[config.mk]
export PLATFORM = sky130hd
export DESIGN_NAME = tlik_cordic_cell
export DESIGN_NICKNAME = d
export VERILOG_FILES = /design/src/sv/two_link_inverse_kinematics_top_assert.svh /design/src/sv/tlik_pkg.sv /design/src/sv/tlik_cordic_cell.sv
export SDC_FILE = /design/constraint.sdc
export NUM_CORES = 1
export LEC_CHECK = 0
export ABC_AREA = 1
export ABC_CLOCK_PERIOD_IN_PS = 900
export BUFFER_PORTS_ARGS = -buffer_cell sky130_fd_sc_hd__buf_2
export CAP_MARGIN = 20
export CORE_ASPECT_RATIO = 0.8
export CORE_UTILIZATION = 40
export DETAILED_ROUTE_END_ITERATION = 10
export PLACE_DENSITY_LB_ADDON = 0.08
export SETUP_SLACK_MARGIN = 0.3
export SLEW_MARGIN = 10
export SYNTH_ARGS = -nofsm -noshare
export SYNTH_HDL_FRONTEND = slang
export SYNTH_SLANG_ARGS = --single-unit
[constraint.sdc]
create_clock -name clk -period 0.9 [get_ports clk]
set_input_delay 0.045 -clock clk [delete_from_list [all_inputs] [get_ports clk]]
set_output_delay 0.045 -clock clk [all_outputs]
set_load 0.005 [all_outputs]
[src/sv/two_link_inverse_kinematics_top_assert.svh]
// Assertion macros shared by the kinematics RTL.
`ifndef TWO_LINK_INVERSE_KINEMATICS_TOP_ASSERT_SVH
`define TWO_LINK_INVERSE_KINEMATICS_TOP_ASSERT_SVH

// The consequent must hold in the same cycle as the antecedent.
`define TLIK_ASSERT_NOW(lbl, clock, rstn, ante, cons) \
	lbl: assert property (@(posedge clock) disable iff (!rstn) (ante) |-> (cons)) \
		else $error("tlik assertion failed");

// The consequent must hold in the cycle after the antecedent.
`define TLIK_ASSERT_NEXT(lbl, clock, rstn, ante, cons) \
	lbl: assert property (@(posedge clock) disable iff (!rstn) (ante) |=> (cons)) \
		else $error("tlik assertion failed");

`endif

[src/sv/tlik_pkg.sv]
package tlik_pkg;

	localparam int LINK_BITS = 11;
	localparam int LEN_BITS = 12;
	localparam int CFG_IDX_BITS = 2;
	localparam logic [LINK_BITS-1:0] LINK_RESET = 11'd64;

	typedef enum logic [CFG_IDX_BITS-1:0] {
		CFG_FIRST_LINK = 2'd0,
		CFG_SECOND_LINK = 2'd1
	} cfg_index_t;

	localparam int P11_BITS = 2 * LINK_BITS;
	localparam int PLL_BITS = 2 * LEN_BITS;
	localparam int P1L_BITS = LINK_BITS + LEN_BITS;

	// Law-of-cosines numerator and denominator widths.
	localparam int D_BITS = 25;
	localparam int N_BITS = D_BITS + 1;
	localparam int FRAC_BITS = 15;
	localparam int Q_BITS = 16;
	localparam int NUM_BITS = N_BITS + Q_BITS;

	localparam int C_BITS = 17;
	localparam logic signed [C_BITS-1:0] C_ONE = 17'sd32768;
	localparam int SRAD_BITS = 32;
	localparam logic [SRAD_BITS-1:0] SRAD_ONE = 32'h4000_0000;
	localparam int SINE_BITS = SRAD_BITS / 2;

	localparam int CORDIC_SCALE = 20;
	localparam int CORDIC_GUARD = 2;

	localparam logic [31:0] QUARTER_TURN = 32'h4000_0000;
	localparam logic [31:0] HALF_TURN = 32'h8000_0000;
	localparam logic [31:0] THREE_QUARTER_TURN = 32'hC000_0000;

	typedef struct packed {
		logic far;
		logic close;
	} flags_t;

	typedef struct packed {
		logic [D_BITS-1:0] rem;
		logic [Q_BITS-1:0] low;
		logic satp;
		logic satn;
		logic neg;
	} div_prep_t;

	// Arctangent of 2^-i as a 32-bit fraction of a turn.
	function automatic logic [31:0] atan_turn(input int i);
		logic [31:0] t;
		case (i)
			0: t = 32'd536870912;
			1: t = 32'd316933406;
			2: t = 32'd167458907;
			3: t = 32'd85004756;
			4: t = 32'd42667331;
			5: t = 32'd21354465;
			6: t = 32'd10679838;
			7: t = 32'd5340245;
			8: t = 32'd2670163;
			9: t = 32'd1335087;
			10: t = 32'd667544;
			11: t = 32'd333772;
			12: t = 32'd166886;
			13: t = 32'd83443;
			14: t = 32'd41722;
			15: t = 32'd20861;
			16: t = 32'd10430;
			17: t = 32'd5215;
			18: t = 32'd2608;
			19: t = 32'd1304;
			20: t = 32'd652;
			21: t = 32'd326;
			22: t = 32'd163;
			23: t = 32'd81;
			24: t = 32'd41;
			25: t = 32'd20;
			26: t = 32'd10;
			27: t = 32'd5;
			28: t = 32'd3;
			29: t = 32'd1;
			30: t = 32'd1;
			default: t = 32'd0;
		endcase
		return t;
	endfunction

endpackage

[src/sv/tlik_cordic_cell.sv]
// One vectoring rotation of a CORDIC arctangent.
module tlik_cordic_cell #(
	parameter int XW = 39,
	parameter int IDX = 0,
	parameter int SW = 1
) (
	input  logic                 clk,
	input  logic                 arst_n,
	input  logic                 en,
	input  logic                 v,
	input  logic signed [XW-1:0] x,
	input  logic signed [XW-1:0] y,
	input  logic [31:0]          z,
	input  logic [SW-1:0]        side,
	output logic                 v_q,
	output logic signed [XW-1:0] x_q,
	output logic signed [XW-1:0] y_q,
	output logic [31:0]          z_q,
	output logic [SW-1:0]        side_q
);
	localparam logic [31:0] T = tlik_pkg::atan_turn(IDX);

	logic signed [XW-1:0] xs;
	logic signed [XW-1:0] ys;
	logic                 pos;

	assign xs = x >>> IDX;
	assign ys = y >>> IDX;
	assign pos = y > 0;

	always_ff @(posedge clk or negedge arst_n) begin
		if (!arst_n) begin
			v_q <= 1'b0;
		end else if (en) begin
			v_q <= v;
		end
	end

	always_ff @(posedge clk) begin
		if (en) begin
			x_q <= pos ? x + ys : x - ys;
			y_q <= pos ? y - xs : y + xs;
			z_q <= pos ? z + T : z - T;
			side_q <= side;
		end
	end
endmodule

## Word-level counts from Yosys, hierarchy flattened

Cells that the tools add are included.

- Register bits after elaboration: 112
- Input port bits: 115
- Memories kept: 0
- Bits in latches: 0
- Logic and storage cells: 14
- Bits in read-only memories: 0
- Memory bits (writable): 0

- Multiplexer cells: 3
- Eq/ne operators: 0
- Div/mod/pow operators: 0
- Add/sub/neg operators: 5
- Shifts and indexed selects: 0
- Multiply operators: 0
- $lt $le $gt $ge: 1
- Reduce and logical (&&, ||, !) cells: 0
- Bitwise gates (word level): 0

Operators by type and width:

| operator | number |
|---|---|
| two-way mux 39 bit | 2 |
| subtractor 39 bit | 2 |
| adder 39 bit | 1 |
| > comparator 39 x 1 -> 1 bit (second input constant) | 1 |
| adder 32 x 30 -> 32 bit (second input constant) | 1 |
| two-way mux 32 bit | 1 |
| subtractor 32 x 30 -> 32 bit (second input constant) | 1 |

## Logic depth before layout (Yosys ltp)

Gate-level depths: netlist (run 1).

- Depth after elaboration: 2
- Mapped depth: 18

## Least setup slack after synthesis (run 1)

No wires, ideal clock.

- Path type: input to register
- From: input y[0]
- To: register x_q[36] (data pin)
- Arrival time: 1.484 ns
- Library setup time: 0.253 ns
- Stages: 13
- Slack: -0.837 ns
- Cell sequence: ha_1 -> fa_1 -> nand2_1 -> nand2_1 -> and2_1 -> nand2_1 -> nand3_2 -> nand2_1 -> nand2_1 -> nand2_1 -> nand3_1 -> nand3_1 -> nand2_1

- Word-level cells in the longest chain between the ends: 2
- Elaborated cells on any way between the ends: 4

RTL lines:

| item | line | RTL |
|---|---|---|
| start: declaration | tlik_cordic_cell.sv:12 | `input logic signed [XW-1:0] y,` |
| subtractor 39 bit, or another cell as far along | tlik_cordic_cell.sv:41 | `x_q <= pos ? x + ys : x - ys;` |
| two-way mux 39 bit * | tlik_cordic_cell.sv:41 |  |
| end signal: assignment | tlik_cordic_cell.sv:41 |  |
| end: declaration | tlik_cordic_cell.sv:16 | `output logic signed [XW-1:0] x_q,` |

Every way passes the cells marked *; elsewhere a longest branch is shown, timed or not.
A chain may end at the register's enable or synchronous reset.

## Worst setup path after layout (run 1)

- From: input x[14]
- To: register y_q[34] (data pin)

- Word-level cells in the longest chain between the ends: 2
- Elaborated cells on any way between the ends: 3

RTL lines:

| item | line | RTL |
|---|---|---|
| start: declaration | tlik_cordic_cell.sv:11 | `input logic signed [XW-1:0] x,` |
| adder 39 bit / subtractor 39 bit (equally long branches) | tlik_cordic_cell.sv:42 | `y_q <= pos ? y - xs : y + xs;` |
| two-way mux 39 bit * | tlik_cordic_cell.sv:42 |  |
| end signal: assignment | tlik_cordic_cell.sv:42 |  |
| end: declaration | tlik_cordic_cell.sv:17 | `output logic signed [XW-1:0] y_q,` |

Marks and branches as above.

==> impl_metrics.ini, run 1 <==
[critical_path]
cp-start-kind = input port
path_buf_inv = 3
cp_common_cell = nand2_1
end_kind = flip-flop
worstPathArrival_ns = 1.84
cp.required_ns = 1.03
cpPeakStageDelay_ns = 0.24
cp_max_fo = 3
cp_top_family = simple AND/OR/NAND/NOR gates
crit_chain = buf_2 -> buf_4 -> ha_1 -> nand2_1 -> nand2_1 -> nand2_1 -> nand2_1 -> buf_4 -> nor2_1 -> nand2_4 -> nand2_4 -> nand3_4 -> nand3_1 -> nand2_2
crit_type = in2reg
cp_slowest_cell = ha_1

[timing]
fmax_ghz = 0.585
setup_viol = 182
slew_viol_final = 0
fin_crit_ns = 1.71
skew_ns = 0
hold_ws_ns = -0.113
setup_ws_ns = -0.810
tns_ns = -58.30
fin_crit_sh = 1.90
rsz0062_at_grt = true
tightest_slew_ns = 0.430
max_slew_margin = 0.712
finalHoldViolations = 2

[grt]
antenna_found_initial = 0
grt_pass1_wl_mm = 80.8
grt_use_total = 0.328
grt-ovfl-total = 0
busiest_layer = met2
grt_max_degree = 23
grt_pass1_vias = 14417
met3_usage = 0.0573
grt_use_met1 = 0.479
use_met2 = 0.494

[final_layout]
final_layout_size_suffix_gt1_frac = 0.536
area_delta_synth_final_pct = 75.2
nFillCells = 2443
layout.nets = 2834
finalNonFillerCells = 3019
antenna_cells = 0

[yosys]
synth.distinct_cells = 45
ys_seq_area_frac = 0.262
yosys_warnings = 0
synthFlopType = edfxtp_1
async_flop_share = 0.00901
synth_area_leader_cell = edfxtp_1
synthCells = 1917
syn_nets = 2150
synth_most_common_cell = nand2_1
synth_edf_count = 110
yosys-top-cells-count = nand2_1 (554), inv_1 (305), nor2_1 (157)
synth_area_leaders = edfxtp_1 (26%), nand2_1 (16%), ha_1 (11%)
synth_top_area_share = 0.260
synth_area_um2 = 12700
yosys_register_bits = 111
syn_avg_cell_area_um2 = 6.63

[route]
vias = 15713
post-route-drc-count = 0
wirelength_mm = 57.5
detail_route.wl_per_cell_um = 19.1
firstDrtPassIters = 5
drtAntennaViolNets = 0
routed_via_density = 5.20
drt_iter0_markers = 1151

[clock_tree]
clkLatencyLatePin_ns = 0.39
clk_pin_slew_ns = 0.10
cts_hold_buffers = 32
clock_path_buffers = 2
htree_num_levels = 3
cts_tree = built
cts_root_buf = clkbuf_16
numCtsBuffers = 9
cts_sinks = 111

[power]
p_leak_uw = 0.0108
peakVddDrop_mv = 1.00
finalPower_uw = 25300
power.density_nw_per_um2 = 1140

[die]
die_area_um2 = 32500
start_util = 0.413
die_x_um = 201
core_um2 = 30800
row_count = 57
die_y_um = 161
top_level_ports = 227

[outcome]
violations = negative hold slack, negative setup slack
run_status = complete, but fails checks

[placed_design]
dp_hpwl_mm = 45.4
dp.cells = 2879
io_buffers = 226
pre_cts_ws_ns = -1.44
gp_congestion = 1.01

[run]
drv_cap = 0

[min_path]
hp-class = in2reg
-- report_power, final --
group / internal [µW] / total [µW] / switching (µW)
logic: 6330 / 14300 / 7940
clock network: 2000 / 4340 / 2340
registers: 6520 / 6700 / 188
-- repair_timing --
| item | in CTS | in global routing |
|---|---|---|
| pin swaps | 80 | 181 |
| endpoints found under the setup margin | 191 | 191 |
| gates resized for setup | 279 | 481 |
| gates cloned | 0 | 9 |
| endpoints found under the hold margin | 33 | 2 |
| buffers inserted | 28 | 55 |
-- layout by cell type (no fill, tap or decap), types with 53 or more instances in the layout --
master and n:
buf_4 387, nand2_2 126, nor2_4 74, nand3_2 60, inv_2 59, a21oi_2 62, nand3_1 88, ha_1 68
nor2_1 88, nand2_1 394, nand2_4 53, edfxtp_1 110, buf_6 61, inv_1 223, buf_2 200
-- sequential cells by signal, indices dropped and copies added, names as in the netlist --
register  cells
side_q        1
x_q          39
z_q          32
y_q          38
v_q           1
-- metrics by stage --
step / instance area (µm²) / util
3_3_place_gp: 17900 / 0.580
4_1_cts: 19700 / 0.639
3_5_place_dp: 17900 / 0.580
2_1_floorplan: 13700 / -
6_report: 22300 / 0.723
5_1_grt: 22300 / 0.723
-- cell type report --
class / instances / area, µm² / area share
Clock buffer: 9 / 225 / 0.0101
Clock inverter: 7 / 78.8 / 0.00354
Inverter: 315 / 1340 / 0.0603
Multi-Input combinational cell: 1438 / 11000 / 0.493
Sequential cell: 111 / 3330 / 0.149
Tap cell: 413 / 517 / 0.0232
Timing Repair Buffer: 726 / 5800 / 0.261
-- worst paths after layout --
kind / start / to / slack, ns / cells past startpoint
min in group asynchronous: arst_n / v_q$_DFFE_PN0P_ / 0.47 / 3
max reg2reg: v_q$_DFFE_PN0P_ / v_q$_DFFE_PN0P_ / 0.13 / 1
min reg2reg: v_q$_DFFE_PN0P_ / v_q$_DFFE_PN0P_ / 0.55 / 1
max in group asynchronous: arst_n / v_q$_DFFE_PN0P_ / 0.33 / 3
max: x[14] / y_q[34]$_DFFE_PP_ / -0.81 / 14
min: v / v_q$_DFFE_PN0P_ / -0.11 / 2
-- cell families after synthesis --
group / share of synthesized area
adder cells (fa/ha/maj): 0.119
buffers and inverters: 0.124
XOR/XNOR: 0.0289
multiplexers: 0.000886
AND/OR/NAND/NOR: 0.348
AO/OA/AOI/OAI: 0.118
flip-flops: 0.262
-- metal layers --
| metal | share of wire | wire length, µm |
|---|---|---|
| met3 | 0.086 | 4930 |
| met1 | 0.46 | 26400 |
| met2 | 0.43 | 24700 |
| met5 | 0 | 0 |
| met4 | 0.026 | 1500 |
No activity file was read; power rests on OpenSTA's default activity.
==> run 2: changes to the inputs <==
ABC_AREA = unset   (was 1)
==> run 2 against run 1 <==
Net effect:
- the flow still finishes with violations (negative hold slack, negative setup slack)
- die area is 18% lower
- critical endpoint is now x_q[36]$_DFFE_PP_
- combinational power is 13% lower
- register-to-register slack better by 0.02 ns
- synthesized area is 18% lower
- core utilization is 3.6 points higher
- critical path type unchanged
- worst hold slack better by 0.0037 ns
==> impl_metrics.ini, run 2 <==
[power]
p_comb_frac = 0.522
switching_power_uw = 8820
swShare = 0.372
p_seq_frac = 0.291
power.density_nw_per_um2 = 1230
internal-power_uw = 14900
peakVddDrop_mv = 0.970
p_leak_uw = 0.00873
clkPwrFrac = 0.187

[grt]
grt_pass1_vias = 12277
antenna_found_initial = 2
grt_max_degree = 35
grt_use_total = 0.348
grt_pass1_wl_mm = 70.2
grt-ovfl-total = 0

[final_layout]
largestRegisters = x_q x39, y_q x38, z_q x32
final_common_cell = buf_4
largest_register_ffs = 39
antenna_cells = 0
mostFrequentLayoutCells = buf_4 (485), buf_2 (212), a21oi_1 (112), edfxtp_1 (110), inv_1 (96)
top_register = x_q
layout.nets = 2232
nFillCells = 1852
area_delta_synth_final_pct = 85.7
final_layout_size_suffix_gt1_frac = 0.554

[yosys]
synth_top_area_share = 0.319
synthCells = 1212
yosys_register_bits = 111
synth.distinct_cells = 70
synth_edf_count = 110
yosys_warnings = 0
yosys-top-cells-count = a21oi_1 (174), ha_1 (114), edfxtp_1 (110), inv_1 (110), nor2_1 (87)
syn_nets = 1445
synth_area_leader_cell = edfxtp_1
synth_most_common_cell = a21oi_1
synth_area_um2 = 10400
ys_seq_area_frac = 0.321
synthFlopType = edfxtp_1
async_flop_share = 0.00901
synth_area_leaders = edfxtp_1 (32%), ha_1 (14%), a21oi_1 (8.4%)
syn_avg_cell_area_um2 = 8.56

[timing]
setup_viol = 190
max_slew_margin = 0.579
setup_ws_ns = -1.66
slew_viol_final = 0
skew_ns = 0
rsz0062_at_grt = true
hold_ws_ns = -0.109
tns_ns = -103.46
fmax_ghz = 0.391
finalHoldViolations = 1
tightest_slew_ns = 0.625
fin_crit_ns = 2.56
fin_crit_sh = 2.84

[clock_tree]
clkLatencyLatePin_ns = 0.39
cts_root_buf = clkbuf_16
clk_pin_slew_ns = 0.09
clock_path_buffers = 2
cts_hold_buffers = 33
cts_tree = built
numCtsBuffers = 9
cts_sinks = 111
htree_num_levels = 3

[die]
row_count = 52
core_um2 = 25400
top_level_ports = 227
start_util = 0.409
die_y_um = 146
die_area_um2 = 26600
die_x_um = 182

[placed_design]
dp_hpwl_mm = 35.8
gp_congestion = 0.999
pre_cts_ws_ns = -2.14
io_buffers = 226

[outcome]
violations = negative hold slack, negative setup slack
run_status = complete, but fails checks

[route]
drtAntennaViolNets = 0
wirelength_mm = 48.1
routed_via_density = 5.51
detail_route.wl_per_cell_um = 20.7
firstDrtPassIters = 6
drt_iter0_markers = 1095
post-route-drc-count = 0
vias = 12825

[critical_path]
r2r-start = v_q$_DFFE_PN0P_
startpoint = y[0]
worstPathArrival_ns = 2.70
crit_type = in2reg
cp-start-kind = input port
cp_max_fo = 3
cp.required_ns = 1.04
end_kind = flip-flop

[min_path]
worstHoldStart = v
hp-class = in2reg

[run]
drv_cap = 0
[run 2: cells by family (layout without fill, tap and decap cells)]
| kind of cell | Yosys count | after routing | synth area share |
|---|---|---|---|
| simple gates | 295 | 295 | 0.137 |
| flops | 111 | 111 | 0.321 |
| fa+ha+maj | 118 | 118 | 0.145 |
| xor+xnor | 76 | 76 | 0.0649 |
| mux | 19 | 19 | 0.0189 |
| buf+inv | 174 | 966 | 0.0659 |
| compound gates | 419 | 419 | 0.247 |
[run 2: worst paths after layout]
check | end | slack, ns | cells past startpoint
worst max-delay path | x_q[36]$_DFFE_PP_ | -1.66 | 13
worst min-delay path | v_q$_DFFE_PN0P_ | -0.11 | 2
worst max register to register | v_q$_DFFE_PN0P_ | 0.15 | 1
worst min register to register | v_q$_DFFE_PN0P_ | 0.52 | 1
max in group asynchronous | v_q$_DFFE_PN0P_ | 0.33 | 3
min in group asynchronous | v_q$_DFFE_PN0P_ | 0.47 | 3
[run 2: cell type report]
cell class	instances	area, µm²	share of cell area
tap	324	405	0.0211
clock inverter	7	78.8	0.00409
multi-input combinational	927	8260	0.429
sequential	111	3330	0.173
inverter	120	493	0.0256
timing repair buffer	830	6460	0.336
clock buffer	9	225	0.0117
[run 2: critical path, stage by stage]
cell and delay (ns):
buf_12 0.11, ha_4 0.16, fa_2 0.36, nor2b_4 0.14, o211ai_1 0.17, buf_4 0.16, a31oi_4 0.12, o211ai_1 0.41
a211oi_2 0.19, o31ai_2 0.31, o221ai_1 0.19, a22oi_1 0.22, xor2_1 0.09
[run 2: through the flow]
stage / total power, µW / std cells / utilization / area (µm²)
final: 23700 / 2328 / 0.759 / 19300
after global routing: 24600 / 2328 / 0.759 / 19300
after CTS: 22600 / 2295 / 0.723 / 18400
after detailed placement: 16500 / 2187 / 0.622 / 15800
after global placement: 16400 / 2187 / 0.622 / 15800
after floorplan: 11300 / 1212 / - / 10900
[run 2: power groups by stage]
stage	logic (µW)	clock network (µW)	registers (µW)
2_1_floorplan	4200	0	7090
3_3_place_gp	9430	0	6990
3_5_place_dp	9480	0	6990
4_1_cts	11200	4520	6880
5_1_grt	13000	4640	6950
6_report	12400	4440	6890
[run 2: per-layer routing]
layer	track usage	routed length, µm	vias up	part of all wire
met5	0	32	-	0.00066
met4	0.0832	911	4	0.019
met3	0.0693	4010	73	0.083
met2	0.520	21000	607	0.44
met1	0.512	22200	6185	0.46
li1	-	-	5956	-
[run 2: what timing repair did]
action,4_1_cts,5_1_grt
endpoints found under the setup margin,191,192
cloned,7,0
setup buffers,52,33
hold endpoints to repair,33,1
pin swaps,118,104
resized for setup,297,131
==> run 3: changes to the inputs <==
CAP_MARGIN = 40   (was 20)
CORE_UTILIZATION = 57   (was 40)
CTS_BUF_LIST = sky130_fd_sc_hd__clkbuf_2 sky130_fd_sc_hd__clkbuf_4 sky130_fd_sc_hd__clkbuf_8   (was unset)
==> run 3 against run 2 <==
Net effect:
- the flow now stops in clock tree synthesis
- synthesized area unchanged
- synthesized cell count unchanged
==> impl_metrics.ini, run 3 <==
[yosys]
async_flop_share = 0.00901
synth_area_leaders = edfxtp_1 (32%), ha_1 (14%), a21oi_1 (8.4%)
synth.distinct_cells = 70
synthFlopType = edfxtp_1
yosys_register_bits = 111
synth_edf_count = 110
synth_top_area_share = 0.319
synth_area_um2 = 10400
yosys_warnings = 0
ys_seq_area_frac = 0.321
synthCells = 1212
yosys-top-cells-count = a21oi_1 (174), ha_1 (114), edfxtp_1 (110), inv_1 (110), nor2_1 (87)
synth_area_leader_cell = edfxtp_1
synth_most_common_cell = a21oi_1
syn_nets = 1445
syn_avg_cell_area_um2 = 8.56

[clock_tree]
post_cts_buffers = 61
cts_resized = 353
numCtsBuffers = 9
clock_path_buffers = 2
htree_num_levels = 3
cts_root_buf = clkbuf_8
cts_sinks = 111
cts_hold_buffers = 32

[outcome]
flow.stopped_at = clock tree synthesis
run_status = did not finish
stop_error = [ERROR DPL-0038] Utilization greater than 100%, impossible to legalize

[placed_design]
placed_area_um2 = 15500
dp_hpwl_mm = 37.2
gp_congestion = 1.03
io_buffers = 226
dp.cells = 2074

[die]
die_y_um = 123
row_count = 43
top_level_ports = 227
die_x_um = 153
start_util = 0.589
[run 3: cell counts after synthesis]
No cell type changed its count.
[run 3: per-stage QoR]
stage	worst slack, ns	hold WS (ns)
floorplan	-1.61	-0.251
global placement	-1.83	-0.181
detailed placement	-2.04	-0.175
[run 3: kinds of logic after synthesis]
kind of cell | share of synthesized area
AO/OA/AOI/OAI | 0.247
XOR/XNOR | 0.0649
adder cells (fa/ha/maj) | 0.145
buffers and inverters | 0.0659
flip-flops | 0.321
multiplexers | 0.0189
AND/OR/NAND/NOR | 0.137
==> run 4: changes to the inputs <==
CORE_ASPECT_RATIO = unset   (was 0.8)
CORE_UTILIZATION = 40   (was 57)
CTS_BUF_LIST = unset   (was sky130_fd_sc_hd__clkbuf_2 sky130_fd_sc_hd__clkbuf_4 sky130_fd_sc_hd__clkbuf_8)
PLACE_DENSITY_LB_ADDON = 0.15   (was 0.08)
SETUP_SLACK_MARGIN = unset   (was 0.3)
==> run 4 against run 3 <==
Net effect:
- the flow now finishes, with violations (negative setup slack)
==> impl_metrics.ini, run 4 (synthesis gave the netlist of run 2 again) <==
[timing]
fin_crit_sh = 2.74
setup_viol = 183
max_slew_margin = 0.534
hold_ws_ns = 0.0595
finalHoldViolations = 0
rsz0062_at_grt = true
skew_ns = 0
slew_viol_final = 0
fin_crit_ns = 2.46
setup_ws_ns = -1.56
tightest_slew_ns = 0.699
fmax_ghz = 0.406

[critical_path]
crit_type = in2reg
r2r-start = v_q$_DFFE_PN0P_
cp_common_cell = o211ai_1
cp.required_ns = 1.03
startpoint = x[0]
r2r_setup_slack_ns = 0.15
cpPeakStageDelay_ns = 0.40
end_kind = flip-flop
crit_chain = buf_8 -> ha_4 -> fa_2 -> nor2b_4 -> o211ai_1 -> a31oi_4 -> o211ai_1 -> a211oi_2 -> o31ai_2 -> o221ai_2 -> a22oi_2 -> xor2_1
cp-start-kind = input port
cp_top_family = compound AO/OA/AOI/OAI gates
worstPathArrival_ns = 2.60
path_buf_inv = 1
cp_max_fo = 3
cp_slowest_cell = fa_2

[final_layout]
top_register = x_q
final_common_cell = buf_4
finalNonFillerCells = 2320
final_layout_size_suffix_gt1_frac = 0.551
antenna_cells = 0
largestRegisters = x_q x39, y_q x38, z_q x32
largest_register_ffs = 39
nFillCells = 1754
mostFrequentLayoutCells = buf_4 (478), buf_2 (209), a21oi_1 (115), edfxtp_1 (110), inv_1 (91)
area_delta_synth_final_pct = 84.4
layout.nets = 2218

[route]
vias = 12958
wirelength_mm = 47.1
post-route-drc-count = 0
firstDrtPassIters = 6
drt_iter0_markers = 1293
routed_via_density = 5.59
drtAntennaViolNets = 0
detail_route.wl_per_cell_um = 20.3

[outcome]
run_status = complete, but fails checks
violations = negative setup slack

[placed_design]
gp_congestion = 0.990
io_buffers = 226
dp.cells = 2202
dp_hpwl_mm = 34.9

[clock_tree]
numCtsBuffers = 9
clk_pin_slew_ns = 0.09
cts_sinks = 111
htree_num_levels = 3
cts_root_buf = clkbuf_16
clkLatencyLatePin_ns = 0.38
clock_path_buffers = 2
cts_tree = built

[min_path]
worstHoldStart = en
hp-class = in2reg

[grt]
grt_use_total = 0.343
grt_max_degree = 49
antenna_found_initial = 0
grt-ovfl-total = 0
grt_pass1_vias = 12585
grt_pass1_wl_mm = 69.6

[die]
start_util = 0.409
die_y_um = 163
die_x_um = 163
die_area_um2 = 26600
core_um2 = 25300
top_level_ports = 227
row_count = 58

[run]
drv_cap = 0

[power]
p_leak_uw = 0.00859
power.density_nw_per_um2 = 1220
peakVddDrop_mv = 1.08
## run 4: final cells by class
cell class	count	area, µm²	share of cell area
multi-input cells	927	8270	0.432
repair buffers	816	6300	0.329
flip-flops and latches	111	3330	0.174
inverters	120	503	0.0263
well taps	330	413	0.0216
clock buffers	9	225	0.0118
clock inverters	7	91.3	0.00478
## run 4: worst paths after layout
check,endpoint,depth (start not counted)
min,z_q[31]$_DFFE_PP_,2
min in group asynchronous,v_q$_DFFE_PN0P_,3
min reg2reg,v_q$_DFFE_PN0P_,1
max reg2reg,v_q$_DFFE_PN0P_,1
max,x_q[36]$_DFFE_PP_,12
max in group asynchronous,v_q$_DFFE_PN0P_,3
## run 4: metal layers
layer,vias up,GRT usage,share of wire
li1,5927,-,-
met1,6162,0.463,0.42
met2,747,0.553,0.46
met3,122,0.0587,0.090
met4,0,0.113,0.034
met5,-,0,0
## run 4: where the power goes
part | total, µW | leakage [µW] | switching [µW] | internal [µW]
clock | 4340 | 0.000152 | 2320 | 2030
sequential | 6930 | 0.00109 | 247 | 6680
combinational | 12100 | 0.00735 | 6050 | 6030
total | 23300 | 0.00859 | 8610 | 14700
## run 4: through the flow
| step | utilization | instance area [µm²] | setup WS (ns) | TNS, ns | total power, µW |
|---|---|---|---|---|---|
| floorplan | - | 10900 | -1.61 | -83.46 | 11300 |
| global placement | 0.626 | 15900 | -2.00 | -132.76 | 16400 |
| detailed placement | 0.626 | 15900 | -2.11 | -135.91 | 16500 |
| CTS | 0.735 | 18600 | -1.57 | -96.77 | 22600 |
| global route | 0.755 | 19100 | -1.63 | -109.92 | 24300 |
| finish | 0.755 | 19100 | -1.56 | -102.14 | 23300 |
## run 4: what timing repair did
action / in CTS / in global routing
buffers inserted: 57 / 23
pin swaps: 136 / 87
cloned: 5 / 1
endpoints found under the hold margin: 33 / 0
gates resized for setup: 340 / 91
hold buffers: 34 / 0
endpoints found under the setup margin: 190 / 190
